==> src/nlsc_pkg.sv <==
package nlsc_pkg;

   // Field widths of the channels and the configuration register.
   localparam int BYTE_WIDTH      = 8;
   localparam int LENGTH_WIDTH    = 40;
   localparam int FILE_SIZE_WIDTH = 40;
   localparam int UNIT_SIZE_WIDTH = 32;

   // Consumed-byte counter: COUNT_WIDTH plus one bit, saturating at all ones.
   localparam int COUNT_WIDTH = 40;
   localparam int CNT_WIDTH   = COUNT_WIDTH + 1;
   localparam logic [CNT_WIDTH-1:0] CNT_MAX = '1;

   // Width of the bounds and end-of-extent compares.
   localparam int SUM_WIDTH = (CNT_WIDTH + 1 > FILE_SIZE_WIDTH + 1) ?
                              CNT_WIDTH + 1 : FILE_SIZE_WIDTH + 1;

   // Size prefix is four bytes; index of its last byte.
   localparam logic [1:0] PREFIX_LAST = 2'd3;

   // Start code takes three beats; phase of its last byte.
   localparam logic [1:0] START_LAST_PHASE = 2'd2;

   // Command queue between the front and the back.
   localparam int QUEUE_DEPTH = 4;
   localparam int QPTR_WIDTH  = $clog2(QUEUE_DEPTH);
   localparam int QCNT_WIDTH  = $clog2(QUEUE_DEPTH + 1);

   // File size after reset.
   localparam logic [FILE_SIZE_WIDTH-1:0] FILE_SIZE_RESET = '1;

   typedef struct packed {
      logic [BYTE_WIDTH-1:0]   data_byte;
      logic                    extent_start;
      logic [LENGTH_WIDTH-1:0] extent_length;
   } req_type;

   typedef struct packed {
      logic [BYTE_WIDTH-1:0] out_byte;
      logic                  is_error;
      logic                  extent_done;
      logic                  run_last;
   } rsp_type;

   // What the back has to emit for one accepted byte.
   typedef enum logic [1:0] {
      CMD_PAYLOAD,
      CMD_ERROR,
      CMD_START
   } cmd_kind_type;

   typedef struct packed {
      cmd_kind_type          kind;
      logic [BYTE_WIDTH-1:0] data;
      logic                  done;
   } cmd_type;

endpackage

==> src/nal_length_to_start_code.sv <==
// Converts a length-prefixed NAL unit byte stream into an Annex B stream.
// Input channel (req_): one extent byte per transfer; extent_start marks the
// first byte of an extent and carries extent_length with it.
// Result channel (rsp_): one output byte per transfer; run_last marks the last
// result of an input byte, extent_done the result that ends the extent, and
// is_error a unit running past file_size (sticky until reset).
// CSR port: csr_wr_en writes csr_wr_data into the file_size register;
// write it only while no results are outstanding.
// Path: each accepted byte's command is written into the command queue, and the
// back loads its result into the output register. Throughput: one input byte per
// clock while req_ready is high; the output side drains one result per clock
// while rsp_ready is high. The three start-code results of a unit follow its
// fourth size byte; the extra results back up at most three commands in the
// four-entry queue and drain while the next prefix arrives. The single output
// register sets the rate; a stalled receiver fills the queue, so req_ready drops.
// Reset (synchronous) empties the queue and output, sets file_size to all
// ones, clears the error and leaves the block idle until an extent start.
module nal_length_to_start_code (
   input  logic                                  clock,
   input  logic                                  reset,
   input  logic                                  req_valid,
   output logic                                  req_ready,
   input  nlsc_pkg::req_type                     req_data,
   output logic                                  rsp_valid,
   input  logic                                  rsp_ready,
   output nlsc_pkg::rsp_type                     rsp_data,
   input  logic                                  csr_wr_en,
   input  logic [nlsc_pkg::FILE_SIZE_WIDTH-1:0]  csr_wr_data
);

   logic               push;
   nlsc_pkg::cmd_type  push_cmd;
   logic               full;
   logic               pop;
   logic               head_valid;
   nlsc_pkg::cmd_type  head_cmd;

   // Front: tracks prefixes and counts, classifies each byte.
   nlsc_front u_front (
      .clock       (clock),
      .reset       (reset),
      .req_valid   (req_valid),
      .req_ready   (req_ready),
      .req_data    (req_data),
      .csr_wr_en   (csr_wr_en),
      .csr_wr_data (csr_wr_data),
      .queue_full  (full),
      .cmd_push    (push),
      .cmd         (push_cmd)
   );

   // Command queue decouples the two sides.
   nlsc_queue u_queue (
      .clock      (clock),
      .reset      (reset),
      .push       (push),
      .push_cmd   (push_cmd),
      .full       (full),
      .pop        (pop),
      .head_valid (head_valid),
      .head_cmd   (head_cmd)
   );

   // Back: expands commands into result transfers.
   nlsc_back u_back (
      .clock     (clock),
      .reset     (reset),
      .cmd_valid (head_valid),
      .cmd       (head_cmd),
      .cmd_pop   (pop),
      .rsp_valid (rsp_valid),
      .rsp_ready (rsp_ready),
      .rsp_data  (rsp_data)
   );

   // An error result carries a zero byte, ends its run and never ends an extent.
   assert property (@(posedge clock) disable iff (reset)
      rsp_valid && rsp_data.is_error |->
         rsp_data.out_byte == '0 && rsp_data.run_last && !rsp_data.extent_done)
      else $error("error result has wrong fields");

   // The extent ends only on the last result of a byte.
   assert property (@(posedge clock) disable iff (reset)
      rsp_valid && rsp_data.extent_done |-> rsp_data.run_last)
      else $error("extent_done without run_last");

   // After reset the output is empty and the block takes input.
   assert property (@(posedge clock)
      reset |=> !rsp_valid && req_ready)
      else $error("block not empty after reset");

endmodule

==> src/nlsc_queue.sv <==
module nlsc_queue (
   input  logic               clock,
   input  logic               reset,
   input  logic               push,
   input  nlsc_pkg::cmd_type  push_cmd,
   output logic               full,
   input  logic               pop,
   output logic               head_valid,
   output nlsc_pkg::cmd_type  head_cmd
);

   nlsc_pkg::cmd_type                      entry_ff [nlsc_pkg::QUEUE_DEPTH];
   logic [nlsc_pkg::QPTR_WIDTH-1:0]        wr_ptr_ff, wr_ptr_in;
   logic [nlsc_pkg::QPTR_WIDTH-1:0]        rd_ptr_ff, rd_ptr_in;
   logic [nlsc_pkg::QCNT_WIDTH-1:0]        count_ff, count_in;
   logic                                   do_push;
   logic                                   do_pop;

   assign full       = (count_ff == nlsc_pkg::QCNT_WIDTH'(nlsc_pkg::QUEUE_DEPTH));
   assign head_valid = (count_ff != '0);
   assign head_cmd   = entry_ff[rd_ptr_ff];
   assign do_push    = push && !full;
   assign do_pop     = pop && head_valid;

   // Pointer and fill count update, wrapping at the queue depth.
   always_comb begin
      wr_ptr_in = wr_ptr_ff;
      rd_ptr_in = rd_ptr_ff;
      count_in  = count_ff;
      if (do_push) begin
         wr_ptr_in = (wr_ptr_ff == nlsc_pkg::QPTR_WIDTH'(nlsc_pkg::QUEUE_DEPTH - 1)) ?
                     '0 : wr_ptr_ff + 1'b1;
      end
      if (do_pop) begin
         rd_ptr_in = (rd_ptr_ff == nlsc_pkg::QPTR_WIDTH'(nlsc_pkg::QUEUE_DEPTH - 1)) ?
                     '0 : rd_ptr_ff + 1'b1;
      end
      if (do_push && !do_pop) begin
         count_in = count_ff + 1'b1;
      end else if (do_pop && !do_push) begin
         count_in = count_ff - 1'b1;
      end
   end

   always_ff @(posedge clock) begin
      if (reset) begin
         wr_ptr_ff <= '0;
         rd_ptr_ff <= '0;
         count_ff  <= '0;
      end else begin
         wr_ptr_ff <= wr_ptr_in;
         rd_ptr_ff <= rd_ptr_in;
         count_ff  <= count_in;
      end
   end

   // Entry storage is written on each push and is not reset.
   always_ff @(posedge clock) begin
      if (do_push) begin
         entry_ff[wr_ptr_ff] <= push_cmd;
      end
   end

endmodule

==> src/nlsc_front.sv <==
module nlsc_front (
   input  logic                                    clock,
   input  logic                                    reset,
   input  logic                                    req_valid,
   output logic                                    req_ready,
   input  nlsc_pkg::req_type                       req_data,
   input  logic                                    csr_wr_en,
   input  logic [nlsc_pkg::FILE_SIZE_WIDTH-1:0]    csr_wr_data,
   input  logic                                    queue_full,
   output logic                                    cmd_push,
   output nlsc_pkg::cmd_type                       cmd
);

   logic [1:0]                             prefix_index_ff, prefix_index_in;
   logic                                   in_payload_ff, in_payload_in;
   logic [nlsc_pkg::UNIT_SIZE_WIDTH-1:0]   size_accum_ff, size_accum_in;
   logic [nlsc_pkg::UNIT_SIZE_WIDTH-1:0]   payload_left_ff, payload_left_in;
   logic [nlsc_pkg::CNT_WIDTH-1:0]         consumed_ff, consumed_in;
   logic [nlsc_pkg::LENGTH_WIDTH-1:0]      target_ff, target_in;
   logic                                   halted_ff, halted_in;
   logic                                   err_ff, err_in;
   logic [nlsc_pkg::FILE_SIZE_WIDTH-1:0]   file_size_ff;
   logic                                   accept;
   logic [nlsc_pkg::SUM_WIDTH-1:0]         unit_sum;
   logic [nlsc_pkg::SUM_WIDTH-1:0]         unit_end_pos;
   logic [nlsc_pkg::SUM_WIDTH-1:0]         consumed_ext;
   logic [nlsc_pkg::SUM_WIDTH-1:0]         target_ext;
   logic                                   reached;

   assign req_ready = !queue_full;
   assign accept    = req_valid && req_ready;

   // Walk one byte through the prefix and payload tracking, and classify it.
   always_comb begin
      prefix_index_in = prefix_index_ff;
      in_payload_in   = in_payload_ff;
      size_accum_in   = size_accum_ff;
      payload_left_in = payload_left_ff;
      consumed_in     = consumed_ff;
      target_in       = target_ff;
      halted_in       = halted_ff;
      err_in          = err_ff;
      cmd_push        = 1'b0;
      cmd.kind        = nlsc_pkg::CMD_PAYLOAD;
      cmd.data        = req_data.data_byte;
      cmd.done        = 1'b0;
      unit_sum        = '0;
      unit_end_pos    = '0;
      consumed_ext    = '0;
      target_ext      = '0;
      reached         = 1'b0;
      if (accept) begin
         if (err_ff) begin
            // Sticky error: every byte gives one error result.
            cmd_push = 1'b1;
            cmd.kind = nlsc_pkg::CMD_ERROR;
         end else begin
            if (req_data.extent_start) begin
               prefix_index_in = '0;
               in_payload_in   = 1'b0;
               size_accum_in   = '0;
               payload_left_in = '0;
               consumed_in     = '0;
               target_in       = req_data.extent_length;
               halted_in       = 1'b0;
            end
            if (!halted_in) begin
               consumed_in  = (consumed_in == nlsc_pkg::CNT_MAX) ?
                              consumed_in : consumed_in + 1'b1;
               consumed_ext = nlsc_pkg::SUM_WIDTH'(consumed_in);
               target_ext   = nlsc_pkg::SUM_WIDTH'(target_in);
               reached      = (consumed_ext >= target_ext);
               if (in_payload_in) begin
                  // Payload byte passes through; the last one may end the extent.
                  payload_left_in = payload_left_in - 1'b1;
                  cmd_push        = 1'b1;
                  cmd.kind        = nlsc_pkg::CMD_PAYLOAD;
                  if (payload_left_in == '0) begin
                     in_payload_in = 1'b0;
                     cmd.done      = reached;
                     halted_in     = reached;
                  end
               end else begin
                  size_accum_in = {size_accum_in[nlsc_pkg::UNIT_SIZE_WIDTH-9:0],
                                   req_data.data_byte};
                  if (prefix_index_in != nlsc_pkg::PREFIX_LAST) begin
                     prefix_index_in = prefix_index_in + 1'b1;
                  end else begin
                     // Prefix complete: bounds check against the file size.
                     unit_sum     = consumed_ext + nlsc_pkg::SUM_WIDTH'(size_accum_in);
                     unit_end_pos = (unit_sum > nlsc_pkg::SUM_WIDTH'(nlsc_pkg::CNT_MAX)) ?
                                    nlsc_pkg::SUM_WIDTH'(nlsc_pkg::CNT_MAX) : unit_sum;
                     cmd_push = 1'b1;
                     if (unit_end_pos > nlsc_pkg::SUM_WIDTH'(file_size_ff)) begin
                        err_in    = 1'b1;
                        halted_in = 1'b1;
                        cmd.kind  = nlsc_pkg::CMD_ERROR;
                     end else begin
                        cmd.kind        = nlsc_pkg::CMD_START;
                        prefix_index_in = '0;
                        if (size_accum_in == '0) begin
                           // Empty unit ends on the start code itself.
                           cmd.done  = reached;
                           halted_in = reached;
                        end else begin
                           payload_left_in = size_accum_in;
                           in_payload_in   = 1'b1;
                        end
                        size_accum_in = '0;
                     end
                  end
               end
            end
         end
      end
   end

   always_ff @(posedge clock) begin
      if (reset) begin
         prefix_index_ff <= '0;
         in_payload_ff   <= 1'b0;
         size_accum_ff   <= '0;
         payload_left_ff <= '0;
         consumed_ff     <= '0;
         target_ff       <= '0;
         halted_ff       <= 1'b1;
         err_ff          <= 1'b0;
      end else begin
         prefix_index_ff <= prefix_index_in;
         in_payload_ff   <= in_payload_in;
         size_accum_ff   <= size_accum_in;
         payload_left_ff <= payload_left_in;
         consumed_ff     <= consumed_in;
         target_ff       <= target_in;
         halted_ff       <= halted_in;
         err_ff          <= err_in;
      end
   end

   // File size register, written through the CSR port.
   always_ff @(posedge clock) begin
      if (reset) begin
         file_size_ff <= nlsc_pkg::FILE_SIZE_RESET;
      end else if (csr_wr_en) begin
         file_size_ff <= csr_wr_data;
      end
   end

endmodule

==> src/nlsc_back.sv <==
module nlsc_back (
   input  logic               clock,
   input  logic               reset,
   input  logic               cmd_valid,
   input  nlsc_pkg::cmd_type  cmd,
   output logic               cmd_pop,
   output logic               rsp_valid,
   input  logic               rsp_ready,
   output nlsc_pkg::rsp_type  rsp_data
);

   logic [1:0]         phase_ff, phase_in;
   logic               rsp_valid_ff, rsp_valid_in;
   nlsc_pkg::rsp_type  rsp_data_ff, rsp_data_in;
   nlsc_pkg::rsp_type  beat;
   logic               load;
   logic               take;
   logic               last_beat;

   assign rsp_valid = rsp_valid_ff;
   assign rsp_data  = rsp_data_ff;

   // Output register loads when empty or when its result is taken.
   assign load      = !rsp_valid_ff || rsp_ready;
   assign take      = cmd_valid && load;
   assign last_beat = (cmd.kind != nlsc_pkg::CMD_START) ||
                      (phase_ff == nlsc_pkg::START_LAST_PHASE);
   assign cmd_pop   = take && last_beat;

   // Expand the head command into its result for this beat.
   always_comb begin
      beat = '0;
      unique case (cmd.kind)
         nlsc_pkg::CMD_PAYLOAD: begin
            beat.out_byte    = cmd.data;
            beat.extent_done = cmd.done;
            beat.run_last    = 1'b1;
         end
         nlsc_pkg::CMD_ERROR: begin
            beat.is_error = 1'b1;
            beat.run_last = 1'b1;
         end
         nlsc_pkg::CMD_START: begin
            // Start code 00 00 01; the unit may end on its last byte.
            beat.out_byte    = nlsc_pkg::BYTE_WIDTH'(phase_ff == nlsc_pkg::START_LAST_PHASE);
            beat.extent_done = cmd.done && (phase_ff == nlsc_pkg::START_LAST_PHASE);
            beat.run_last    = (phase_ff == nlsc_pkg::START_LAST_PHASE);
         end
         default: begin
            beat = '0;
         end
      endcase
   end

   // Phase counter and output register next values.
   always_comb begin
      phase_in     = phase_ff;
      rsp_valid_in = rsp_valid_ff;
      rsp_data_in  = rsp_data_ff;
      if (load) begin
         rsp_valid_in = cmd_valid;
         if (take) begin
            rsp_data_in = beat;
            phase_in    = last_beat ? 2'd0 : phase_ff + 1'b1;
         end
      end
   end

   always_ff @(posedge clock) begin
      if (reset) begin
         phase_ff     <= '0;
         rsp_valid_ff <= 1'b0;
      end else begin
         phase_ff     <= phase_in;
         rsp_valid_ff <= rsp_valid_in;
      end
   end

   always_ff @(posedge clock) begin
      rsp_data_ff <= rsp_data_in;
   end

endmodule
==> config.mk <==
export PLATFORM = sky130hd
export DESIGN_NAME = nal_length_to_start_code
export DESIGN_NICKNAME = d
export VERILOG_FILES = /design/src/nlsc_pkg.sv /design/src/nal_length_to_start_code.sv /design/src/nlsc_queue.sv /design/src/nlsc_front.sv /design/src/nlsc_back.sv
export SDC_FILE = /design/constraint.sdc
export NUM_CORES = 1
export LEC_CHECK = 0
export ABC_AREA = 0
export BUFFER_PORTS_ARGS = -buffer_cell sky130_fd_sc_hd__buf_2
export CAP_MARGIN = 20
export CORE_UTILIZATION = 45
export DETAILED_ROUTE_END_ITERATION = 8
export SETUP_SLACK_MARGIN = 0.15
export SLEW_MARGIN = 5
export SYNTH_ARGS = -nofsm -noshare
export SYNTH_HDL_FRONTEND = slang
export SYNTH_SLANG_ARGS = --single-unit
==> constraint.sdc <==
create_clock -name clock -period 19.1 [get_ports clock]
set_clock_uncertainty 0.15 [all_clocks]
set_input_delay 3.82 -clock clock [delete_from_list [all_inputs] [get_ports clock]]
set_output_delay 3.82 -clock clock [all_outputs]
set_load 0.02 [all_outputs]
# Yosys cells after proc, flatten, opt, wreduce, memory -nomap -nowiden
# Memory sizes are Yosys's and may differ from the RTL's. A register that Yosys moved wholly into a read port is not among the register bits.
# Cells that the tools add are included.
# totals
regBits,211
elab_cells,147
romBits,0
latchBits,0
out_inout_bits,13
input_bits,94
ram_bits,44
memories,1
# memory_table
name,depth,word_bits,read_ports,rd_ports_with_merged_regs,wr,line_no,source
u_queue.entry_ff,4,11,1,1,1,nlsc_queue.sv:12,nlsc_pkg::cmd_type entry_ff [nlsc_pkg::QUEUE_DEPTH];
# op_classes
order_cmp,3
reduce_logical,22
n_bitwise,1
n_eq_ne,9
shift,0
n_addsub,9
muxes,84
multipliers,0
div,0
# ops
op,count
$mux W32,15
$mux W41,5
$mux W40,3
$logic_not A32 Y1,2
$add A41 B32 Y42,1
$gt A42 B40 Y1,1
$gt A42 B41 Y1 const B,1
$mux W42,1
$add A41 B1 Y41 const B,1
$eq A41 B41 Y1 const B,1
$ge A41 B40 Y1,1
$mux W1,37
$mux W2,18
$sub A32 B1 Y32 const B,1
$pmux W8 S2,1
$add A2 B1 Y2 const B,4
$eq A2 B2 Y1 const B,4
$logic_and A1 B1 Y1,8
$mux W3,2
$logic_not A1 Y1,4
$ne A2 B2 Y1 const B,2
$pmux W1 S2,2
$reduce_and A2 Y1,2
$add A3 B1 Y3 const B,1
other kinds (9),10

# Depth between registers and ports, before layout
# Gate-level depths: netlist of the first run.
# logic_depth
ltp_word,16
ltp_mapped,41
mapped_depth_nobuf,32

# Cells and area by module
# Synthesis of the first run repeated with hierarchy kept, for this count alone.
# hier_totals
hier_cells,1975
hier_area_um2,16388.2
# by_module_without_submodules
module,cells_each,n_inst,seq_area_each_um2,area_each_um2
nlsc_front,1824,1,3643.5,13731.9
nlsc_queue,107,1,1501.4,2075.7
nlsc_back,44,1,390.4,580.6

# Least setup slack after synthesis of the first run
# Ideal clock, no wire load.
# synth_path
path_kind,input -> register
from,input req_data[40] in the netlist's numbering
to,register u_front.payload_left_ff[11] in the netlist's numbering
setup_ns,0.134
n_path_buf,11
required_time_ns,18.816
slack_ns,7.157
path_stages,39
arrival_ns,11.659
path_cell_list,buf_2 -> buf_2 -> clkbuf_1 -> clkbuf_1 -> clkbuf_1 -> clkbuf_1 -> nor2b_1 -> ha_1 -> nand2_1 -> nor4_1 -> and4_1 -> clkbuf_1 -> a21oi_1 -> nand4_1 -> xor2_1 -> nor2_1 -> ha_1 -> a21o_1 -> [3 not listed] -> o22ai_1 -> nor2_1 -> nand4_1 -> clkbuf_1 -> clkbuf_1 -> nand2_1 -> ha_1 -> a211o_1 -> o211ai_1 -> a21oi_1 -> o41ai_1 -> nand4_1 -> o211ai_1 -> o211a_1 -> buf_6 -> buf_8 -> mux2i_1 -> o22ai_1
# synth_via
elab_chain_len,13
elab_cells_between_ends,33
cone_classes,add/sub (3); order compare (2); eq/ne (2); mux (25); reduce/logical (1)
# synth_lines
item,line_no,source
start: declaration,nal_length_to_start_code.sv:23,"input nlsc_pkg::req_type req_data,"
$mux W41,nlsc_front.sv:58,if (req_data.extent_start) begin
$mux W41,nlsc_front.sv:53,if (err_ff) begin
$mux W41,nlsc_front.sv:52,if (accept) begin
$add A41 B1 Y41 / $eq A41 B41 Y1 (equally long branches),"nlsc_front.sv:69, nlsc_front.sv:68",
$mux W41,nlsc_front.sv:68,consumed_in = (consumed_in == nlsc_pkg::CNT_MAX) ?
$add A41 B32 Y42,nlsc_front.sv:90,unit_sum = consumed_ext + nlsc_pkg::SUM_WIDTH'(size_accum_in);
$gt A42 B41 Y1,nlsc_front.sv:91,unit_end_pos = (unit_sum > nlsc_pkg::SUM_WIDTH'(nlsc_pkg::CNT_MAX)) ?
$mux W42,nlsc_front.sv:91,
$gt A42 B40 Y1,nlsc_front.sv:94,if (unit_end_pos > nlsc_pkg::SUM_WIDTH'(file_size_ff)) begin
$mux W32,nlsc_front.sv:94,
$mux W32,nlsc_front.sv:86,if (prefix_index_in != nlsc_pkg::PREFIX_LAST) begin
$mux W32,nlsc_front.sv:73,if (in_payload_in) begin
$mux W32 *,nlsc_front.sv:67,if (!halted_in) begin
end signal: assignment,nlsc_front.sv:132,payload_left_ff <= payload_left_in;
end: declaration,nlsc_front.sv:17,"logic [nlsc_pkg::UNIT_SIZE_WIDTH-1:0] payload_left_ff, payload_left_in;"
# Every way passes the cells marked *; elsewhere a longest branch is shown, timed or not. The select of a mux whose other input is x is not followed.
# A chain may end at the register's enable or synchronous reset.

# Worst setup path after layout of the first run
# layout_path
from,input req_data[40] in the netlist's numbering
to,register u_front.size_accum_ff[14] in the netlist's numbering
# layout_via
elab_chain_len,13
elab_cells_between_ends,27
cone_classes,add/sub (2); order compare (2); eq/ne (2); mux (21)
# layout_lines
item,line_no,source
$mux W41,nlsc_front.sv:58,
$mux W41,nlsc_front.sv:53,
$mux W41,nlsc_front.sv:52,
$add A41 B1 Y41 / $eq A41 B41 Y1 (equally long branches),"nlsc_front.sv:69, nlsc_front.sv:68",
$mux W41,nlsc_front.sv:68,
$add A41 B32 Y42,nlsc_front.sv:90,
$gt A42 B41 Y1,nlsc_front.sv:91,
$mux W42,nlsc_front.sv:91,
$gt A42 B40 Y1,nlsc_front.sv:94,
$mux W32,nlsc_front.sv:94,
$mux W32,nlsc_front.sv:86,
$mux W32,nlsc_front.sv:73,
$mux W32 *,nlsc_front.sv:67,
end signal: assignment,nlsc_front.sv:131,size_accum_ff <= size_accum_in;
end: declaration,nlsc_front.sv:16,"logic [nlsc_pkg::UNIT_SIZE_WIDTH-1:0] size_accum_ff, size_accum_in;"
# Marks and branches as above.

==> impl_metrics.json, run 1 <==
{
  "clkTransAtPathRegs_ps": 60,
  "reg2reg_to": "u_front.size_accum_ff[14]$_SDFFE_PP0P_",
  "required_ps": 19410,
  "synth_seq_area_share": 0.331,
  "slowest_stage": "a2111oi_0",
  "netlist_top_cells_area": "dfxtp_1, edfxtp_1, ha_1",
  "pin_count": 107,
  "ff2ff_setup_slack_ps": 10530,
  "synth_common_cells": "nand2_1, dfxtp_1, nor2_1, a21oi_1, ha_1",
  "wire_per_inst_um": 19.9,
  "setup_viol": 0,
  "power_mw": 1.61,
  "die_area_um2": 37900,
  "reg2reg_from": "u_front.consumed_ff[0]$_SDFFE_PP0P_",
  "synthSimpleGateAreaFrac": 0.219,
  "antenna_found_initial": 0,
  "grt_max_degree": 101,
  "synthMuxAreaShare": 0.0572,
  "tightest_slew_ps": 1070,
  "cts.repair.resized": 0,
  "grt_overflow": 0,
  "die_x_um": 195,
  "startpoint_type": "primary input",
  "leakage_nw": 7.66,
  "hold_depth": 2,
  "fin_crit_ps": 12090,
  "postCtsSetupRepairBufs": 0,
  "synth_top_family_by_area": "simple AND/OR/NAND/NOR gates",
  "fin_area_um2": 18500,
  "fillers": 3521,
  "ys_types": 93,
  "synth_nets": 2229,
  "crit_end": "u_front.size_accum_ff[14]$_SDFFE_PP0P_",
  "setup_tns_ps": 0,
  "core_region_area_um2": 36500,
  "drtIter0Drc": 1571,
  "cts_htree_levels": 1,
  "nets": 2272,
  "hold_viol": 0,
  "insertion_delay_ps": 610,
  "antenna_left": 0,
  "critPathArrivalTime_ps": 12400,
  "crit_path_max_fanout": 80,
  "slowest_delay_ps": 760,
  "endpoint_kind": "register",
  "cts_hold_buf": 0,
  "cap_violations": 0,
  "rsz0062_at_grt": "false",
  "post-place-ws_ps": 6410,
  "drive_gt1_frac": 0.108,
  "yosysTopAreaCell": "dfxtp_1",
  "drt_pass1_iterations": 6,
  "clockBufferDepth": 3,
  "ctsRootBufferMaster": "clkbuf_16",
  "via_per_inst": 6.02,
  "synth_edf_count": 55,
  "place.gp.congestion": 0.919,
  "placed_cell_area_um2": 17500,
  "drc": 0,
  "synth_compound_area_frac": 0.212,
  "finalWirelength_um": 50500,
  "placementRows": 70,
  "drv_slew": 0,
  "yosys_warnings": 0,
  "syn_to_final_growth_pct": 10.9,
  "synthMostInstantiatedCell": "nand2_1",
  "synthArstFlopShare": 0,
  "port_buffers": 106,
  "dpl.hpwl_um": 36500,
  "grtUsageTotal": 0.264,
  "ys.flop_type": "dfxtp_1",
  "grt_pass1_vias": 14300,
  "grt_first_pass_wirelength_um": 80300,
  "cts_buffers": 30,
  "ir_worst_vdd_mv": 0.0674,
  "synth-xor-area-share": 0.0382,
  "vias": 15300,
  "synth-adder-area-share": 0.0953,
  "synthCells": 2009,
  "layout_setup_ws_ps": 7010,
  "avgSynthCellArea_um2": 8.31,
  "die_h_um": 195,
  "slew_headroom": 0.287,
  "crit_type": "primary input to register",
  "rr_worst_depth": 29,
  "start_util": 0.457,
  "p_per_area_nw_per_um2": 87.1,
  "crit_start": "req_data[40]",
  "synth_top_area_share": 0.233,
  "cts_tree": "done",
  "antenna_cells": 0,
  "syn-cell-area_um2": 16700,
  "ys_ff_latch": 249,
  "hold_path.class": "register to register",
  "numClockSinks": 249,
  "status": "completed",
  "fmax_mhz": 82.7,
  "min_period_over_period": 0.633
}
[report_power, final]
part,leakage [nW],switching [mW],internal (mW),total (mW)
clock,0.486,0.237,0.333,0.570
sequential,2.09,0.0391,0.594,0.633
combinational,5.09,0.257,0.153,0.409
[placed cells by master (no fill, tap or decap), types with 9 or more instances in the layout]
cell       synthesis  final
mux4_2            11     11
ha_1             124    124
or3_1             13     13
nor2b_1           56     56
and3_1            11     11
nor4_1            28     27
nor3_1            45     45
a21o_1            30     30
buf_2             10    104
o21ai_0           79     79
clkbuf_1          82      9
nor2_1           172    170
o21a_1            13     13
nand2b_1          14     14
a22oi_1            9      9
nand2_1          266    265
nand4_1           46     46
inv_1             78     78
o2111ai_1         23     23
dfxtp_1          194    194
and2_1            20     20
o22ai_1           20     20
mux2i_1           67     67
o21bai_1           9      9
edfxtp_1          55     55
nand3_1           42     42
a211oi_1          55     55
buf_4              1     21
clkbuf_16          0     31
xor2_1            29     29
a21oi_1          152    152
xnor2_1           42     42
a31oi_1           20     20
o211ai_1          46     46
[cells by family after synthesis]
kind of cell | Yosys count
muxes | 81
buffers and inverters | 195
DFF | 249
and+or+nand+nor | 752
adders and majority gates | 126
AOI/OAI and AO/OA | 534
xor gates and xnor gates | 72
[sequential cells by signal, indices dropped and copies added (netlist names), named ones only]
| name | count |
|---|---|
| u_queue.entry_ff | 44 |
| u_front.consumed_ff | 41 |
| u_front.file_size_ff | 40 |
| u_front.target_ff | 40 |
| u_front.payload_left_ff | 32 |
| u_front.size_accum_ff | 24 |
| u_back.rsp_data | 11 |
| u_queue.count_ff | 3 |
| u_back.phase_ff | 2 |
| u_front.prefix_index_ff | 2 |
| u_queue.rd_ptr_ff | 2 |
| u_queue.wr_ptr_ff | 2 |
| u_back.rsp_valid | 1 |
| u_front.err_ff | 1 |
| u_front.halted_ff | 1 |
| u_front.in_payload_ff | 1 |
[per-layer routing]
metal  vias to the layer above  part of all wire  track usage
met4                         0             0.029       0.0876
met2                       539              0.42        0.395
met5                         -                 0            0
li1                       7467                 -            -
met1                      7223              0.48        0.384
met3                        84             0.071       0.0415
[worst min-delay path by stage]
stage                                                startpoint                                    end  slack [ps]
after detailed placement  u_front.size_accum_ff[0]$_SDFFE_PP0P_  u_front.size_accum_ff[0]$_SDFFE_PP0P_         300
final                     u_front.size_accum_ff[0]$_SDFFE_PP0P_  u_front.size_accum_ff[0]$_SDFFE_PP0P_         310
after global routing      u_front.size_accum_ff[0]$_SDFFE_PP0P_  u_front.size_accum_ff[0]$_SDFFE_PP0P_         330
after CTS                 u_front.size_accum_ff[0]$_SDFFE_PP0P_  u_front.size_accum_ff[0]$_SDFFE_PP0P_         310
after floorplan           u_front.size_accum_ff[0]$_SDFFE_PP0P_  u_front.size_accum_ff[0]$_SDFFE_PP0P_         280
after global placement    u_front.size_accum_ff[0]$_SDFFE_PP0P_  u_front.size_accum_ff[0]$_SDFFE_PP0P_         290
[final cells by class]
| class | instances | area (µm²) | share of cell area |
|---|---|---|---|
| multi-input cells | 1565 | 10400 | 0.562 |
| flip-flops and latches | 249 | 5540 | 0.299 |
| clock buffers | 46 | 883 | 0.0477 |
| repair buffers | 126 | 706 | 0.0381 |
| well taps | 468 | 586 | 0.0316 |
| inverters | 80 | 300 | 0.0162 |
| clock inverters | 9 | 103 | 0.00554 |
[worst max-delay path, delay by kind of cell]
| kind | cells | cell delay (ps) |
|---|---|---|
| AO/OA/AOI/OAI | 13 | 4270 |
| XOR/XNOR | 1 | 170 |
| buffers and inverters | 3 | 1340 |
| adder cells (fa/ha/maj) | 3 | 940 |
| AND/OR/NAND/NOR | 10 | 1810 |
[stage by stage]
stage	cells	util	hold slack [ps]
floorplan	2009	-	277
global placement	2487	0.479	286
detailed placement	2487	0.479	296
CTS	2542	0.506	306
global route	2543	0.507	329
finish	2543	0.507	310
Power figures use the tool's default switching activity.
==> run 2, diff against run 1 <==
==> constraint.sdc (replaced) <==
create_clock -name clock -period 11.4 [get_ports clock]
set_clock_uncertainty 0.15 [all_clocks]
set_input_delay 2.28 -clock clock [delete_from_list [all_inputs] [get_ports clock]]
set_output_delay 2.28 -clock clock [all_outputs]
set_load 0.02 [all_outputs]
==> impl_metrics.json, run 2 (same netlist as run 1, synthesis figures left out) <==
{
  "final_cell_mix": "nand2_1, dfxtp_1, nor2_1",
  "critPathArrivalTime_ps": 10570,
  "wire_per_inst_um": 19.9,
  "syn_to_final_growth_pct": 10.8,
  "status": "completed",
  "drc": 0,
  "gr-max-usage-layer": "met2",
  "fin_crit_ps": 10230,
  "slowest_delay_ps": 740,
  "path_common_cell": "ha_1",
  "multiInputGateArea_um2": 10400,
  "via_per_inst": 6.02,
  "final_cells": 2548,
  "grtUsageMet2": 0.401,
  "antenna_cells": 0,
  "p_per_area_nw_per_um2": 144,
  "rsz0062_at_grt": "false",
  "drtIter0Drc": 1345,
  "worstHoldEndpoint": "u_front.target_ff[0]$_SDFFE_PP0P_",
  "reg_top3": "u_queue.entry_ff (44), u_front.consumed_ff (41)",
  "grt_pass1_vias": 14300,
  "largest_reg_flops": 44,
  "antenna_found_initial": 0,
  "startpoint_type": "primary input",
  "insertion_delay_ps": 590,
  "cts_htree_levels": 1,
  "clkTransAtPathRegs_ps": 60,
  "fmax_mhz": 97.7,
  "finalWirelength_um": 50600,
  "core_region_area_um2": 36500,
  "crit_start": "req_data[40]",
  "grt_max_degree": 100,
  "endpoint_kind": "register",
  "cts_tree": "done",
  "grtUsageTotal": 0.265,
  "cts_hold_buf": 0,
  "placed_cell_area_um2": 17500,
  "drive_gt1_frac": 0.109,
  "required_ps": 11730,
  "min_period_over_period": 0.898,
  "reg2reg_to": "u_front.payload_left_ff[4]$_SDFFE_PP0P_",
  "setup_tns_ps": 0,
  "die_area_um2": 37900,
  "hold-worst-slack_ps": 309,
  "cts_buffers": 30,
  "drv_slew": 0,
  "clockBufferDepth": 3,
  "placementRows": 70,
  "slew_headroom": 0.328,
  "pin_count": 107,
  "grt_first_pass_wirelength_um": 80500,
  "crit_path_max_fanout": 38,
  "dpl.hpwl_um": 36900,
  "die_h_um": 195,
  "fillers": 3498,
  "port_buffers": 106,
  "slowest_stage": "a2111oi_0",
  "start_util": 0.457,
  "cap_violations": 0,
  "tightest_slew_ps": 1000,
  "vias": 15300,
  "ir_worst_vdd_mv": 0.138,
  "final_common_cell": "nand2_1",
  "hold_depth": 2,
  "hold_path.class": "register to register",
  "regMostFlops": "u_queue.entry_ff",
  "fin_area_um2": 18500,
  "nets": 2276,
  "hold_viol": 0,
  "leakage_nw": 7.66,
  "antenna_left": 0,
  "rr_worst_depth": 28,
  "drt_pass1_iterations": 5,
  "hold_path_startpoint": "u_front.target_ff[0]$_SDFFE_PP0P_",
  "die_x_um": 195,
  "numClockSinks": 249,
  "ff2ff_setup_slack_ps": 2780,
  "setup_viol": 0,
  "seqCellArea_um2": 5540,
  "grt_overflow": 0,
  "crit_type": "primary input to register",
  "grt_use_met3": 0.0413,
  "cts.repair.resized": 0,
  "reg2reg_from": "u_front.consumed_ff[0]$_SDFFE_PP0P_",
  "grt_use_met1": 0.386,
  "postCtsSetupRepairBufs": 0,
  "place.gp.congestion": 0.915,
  "dp.cells": 2491,
  "ctsRootBufferMaster": "clkbuf_16"
}
-- run 2: power breakdown --
part / switching (mW) / internal, mW
Clock: 0.392 / 0.533
Sequential: 0.0653 / 0.995
Combinational: 0.429 / 0.255
Total: 0.887 / 1.78
-- run 2: critical path: cells and delay by family --
kind	cells	cell delay (ps)
buffers and inverters	1	240
AND/OR/NAND/NOR	11	2700
AO/OA/AOI/OAI	12	4080
adder cells (fa/ha/maj)	3	890
XOR/XNOR	2	360
-- run 2: routing by layer --
layer / part of all wire / wire [µm]
met1: 0.48 / 24100
met3: 0.068 / 3460
met4: 0.027 / 1360
met2: 0.43 / 21700
met5: 0 / 0
-- run 2: area by class of cell --
cell class,instances,share of cell area
clock buffers,48,0.0480
inverters,80,0.0162
clock inverters,8,0.00372
flip-flops and latches,249,0.299
repair buffers,130,0.0391
multi-input cells,1565,0.562
well taps,468,0.0316
-- run 2: how the worst max path moves through the flow --
stage	endpoint	cells past startpoint	slack [ps]
after global placement	u_front.payload_left_ff[4]$_SDFFE_PP0P_	31	970
after CTS	u_front.payload_left_ff[4]$_SDFFE_PP0P_	29	1280
after detailed placement	u_front.payload_left_ff[4]$_SDFFE_PP0P_	29	680
after floorplan	u_front.payload_left_ff[11]$_SDFFE_PP0P_	39	1000
after global routing	u_front.payload_left_ff[12]$_SDFFE_PP0P_	31	590
final	u_front.payload_left_ff[4]$_SDFFE_PP0P_	29	1170
-- run 2: stage by stage --
stage | worst slack [ps] | power (mW) | utilization
3_3_place_gp | 973 | 1.74 | 0.480
5_1_grt | 586 | 2.81 | 0.507
6_report | 1170 | 2.67 | 0.507
3_5_place_dp | 678 | 1.75 | 0.480
2_1_floorplan | 997 | 1.56 | -
4_1_cts | 1280 | 2.68 | 0.506
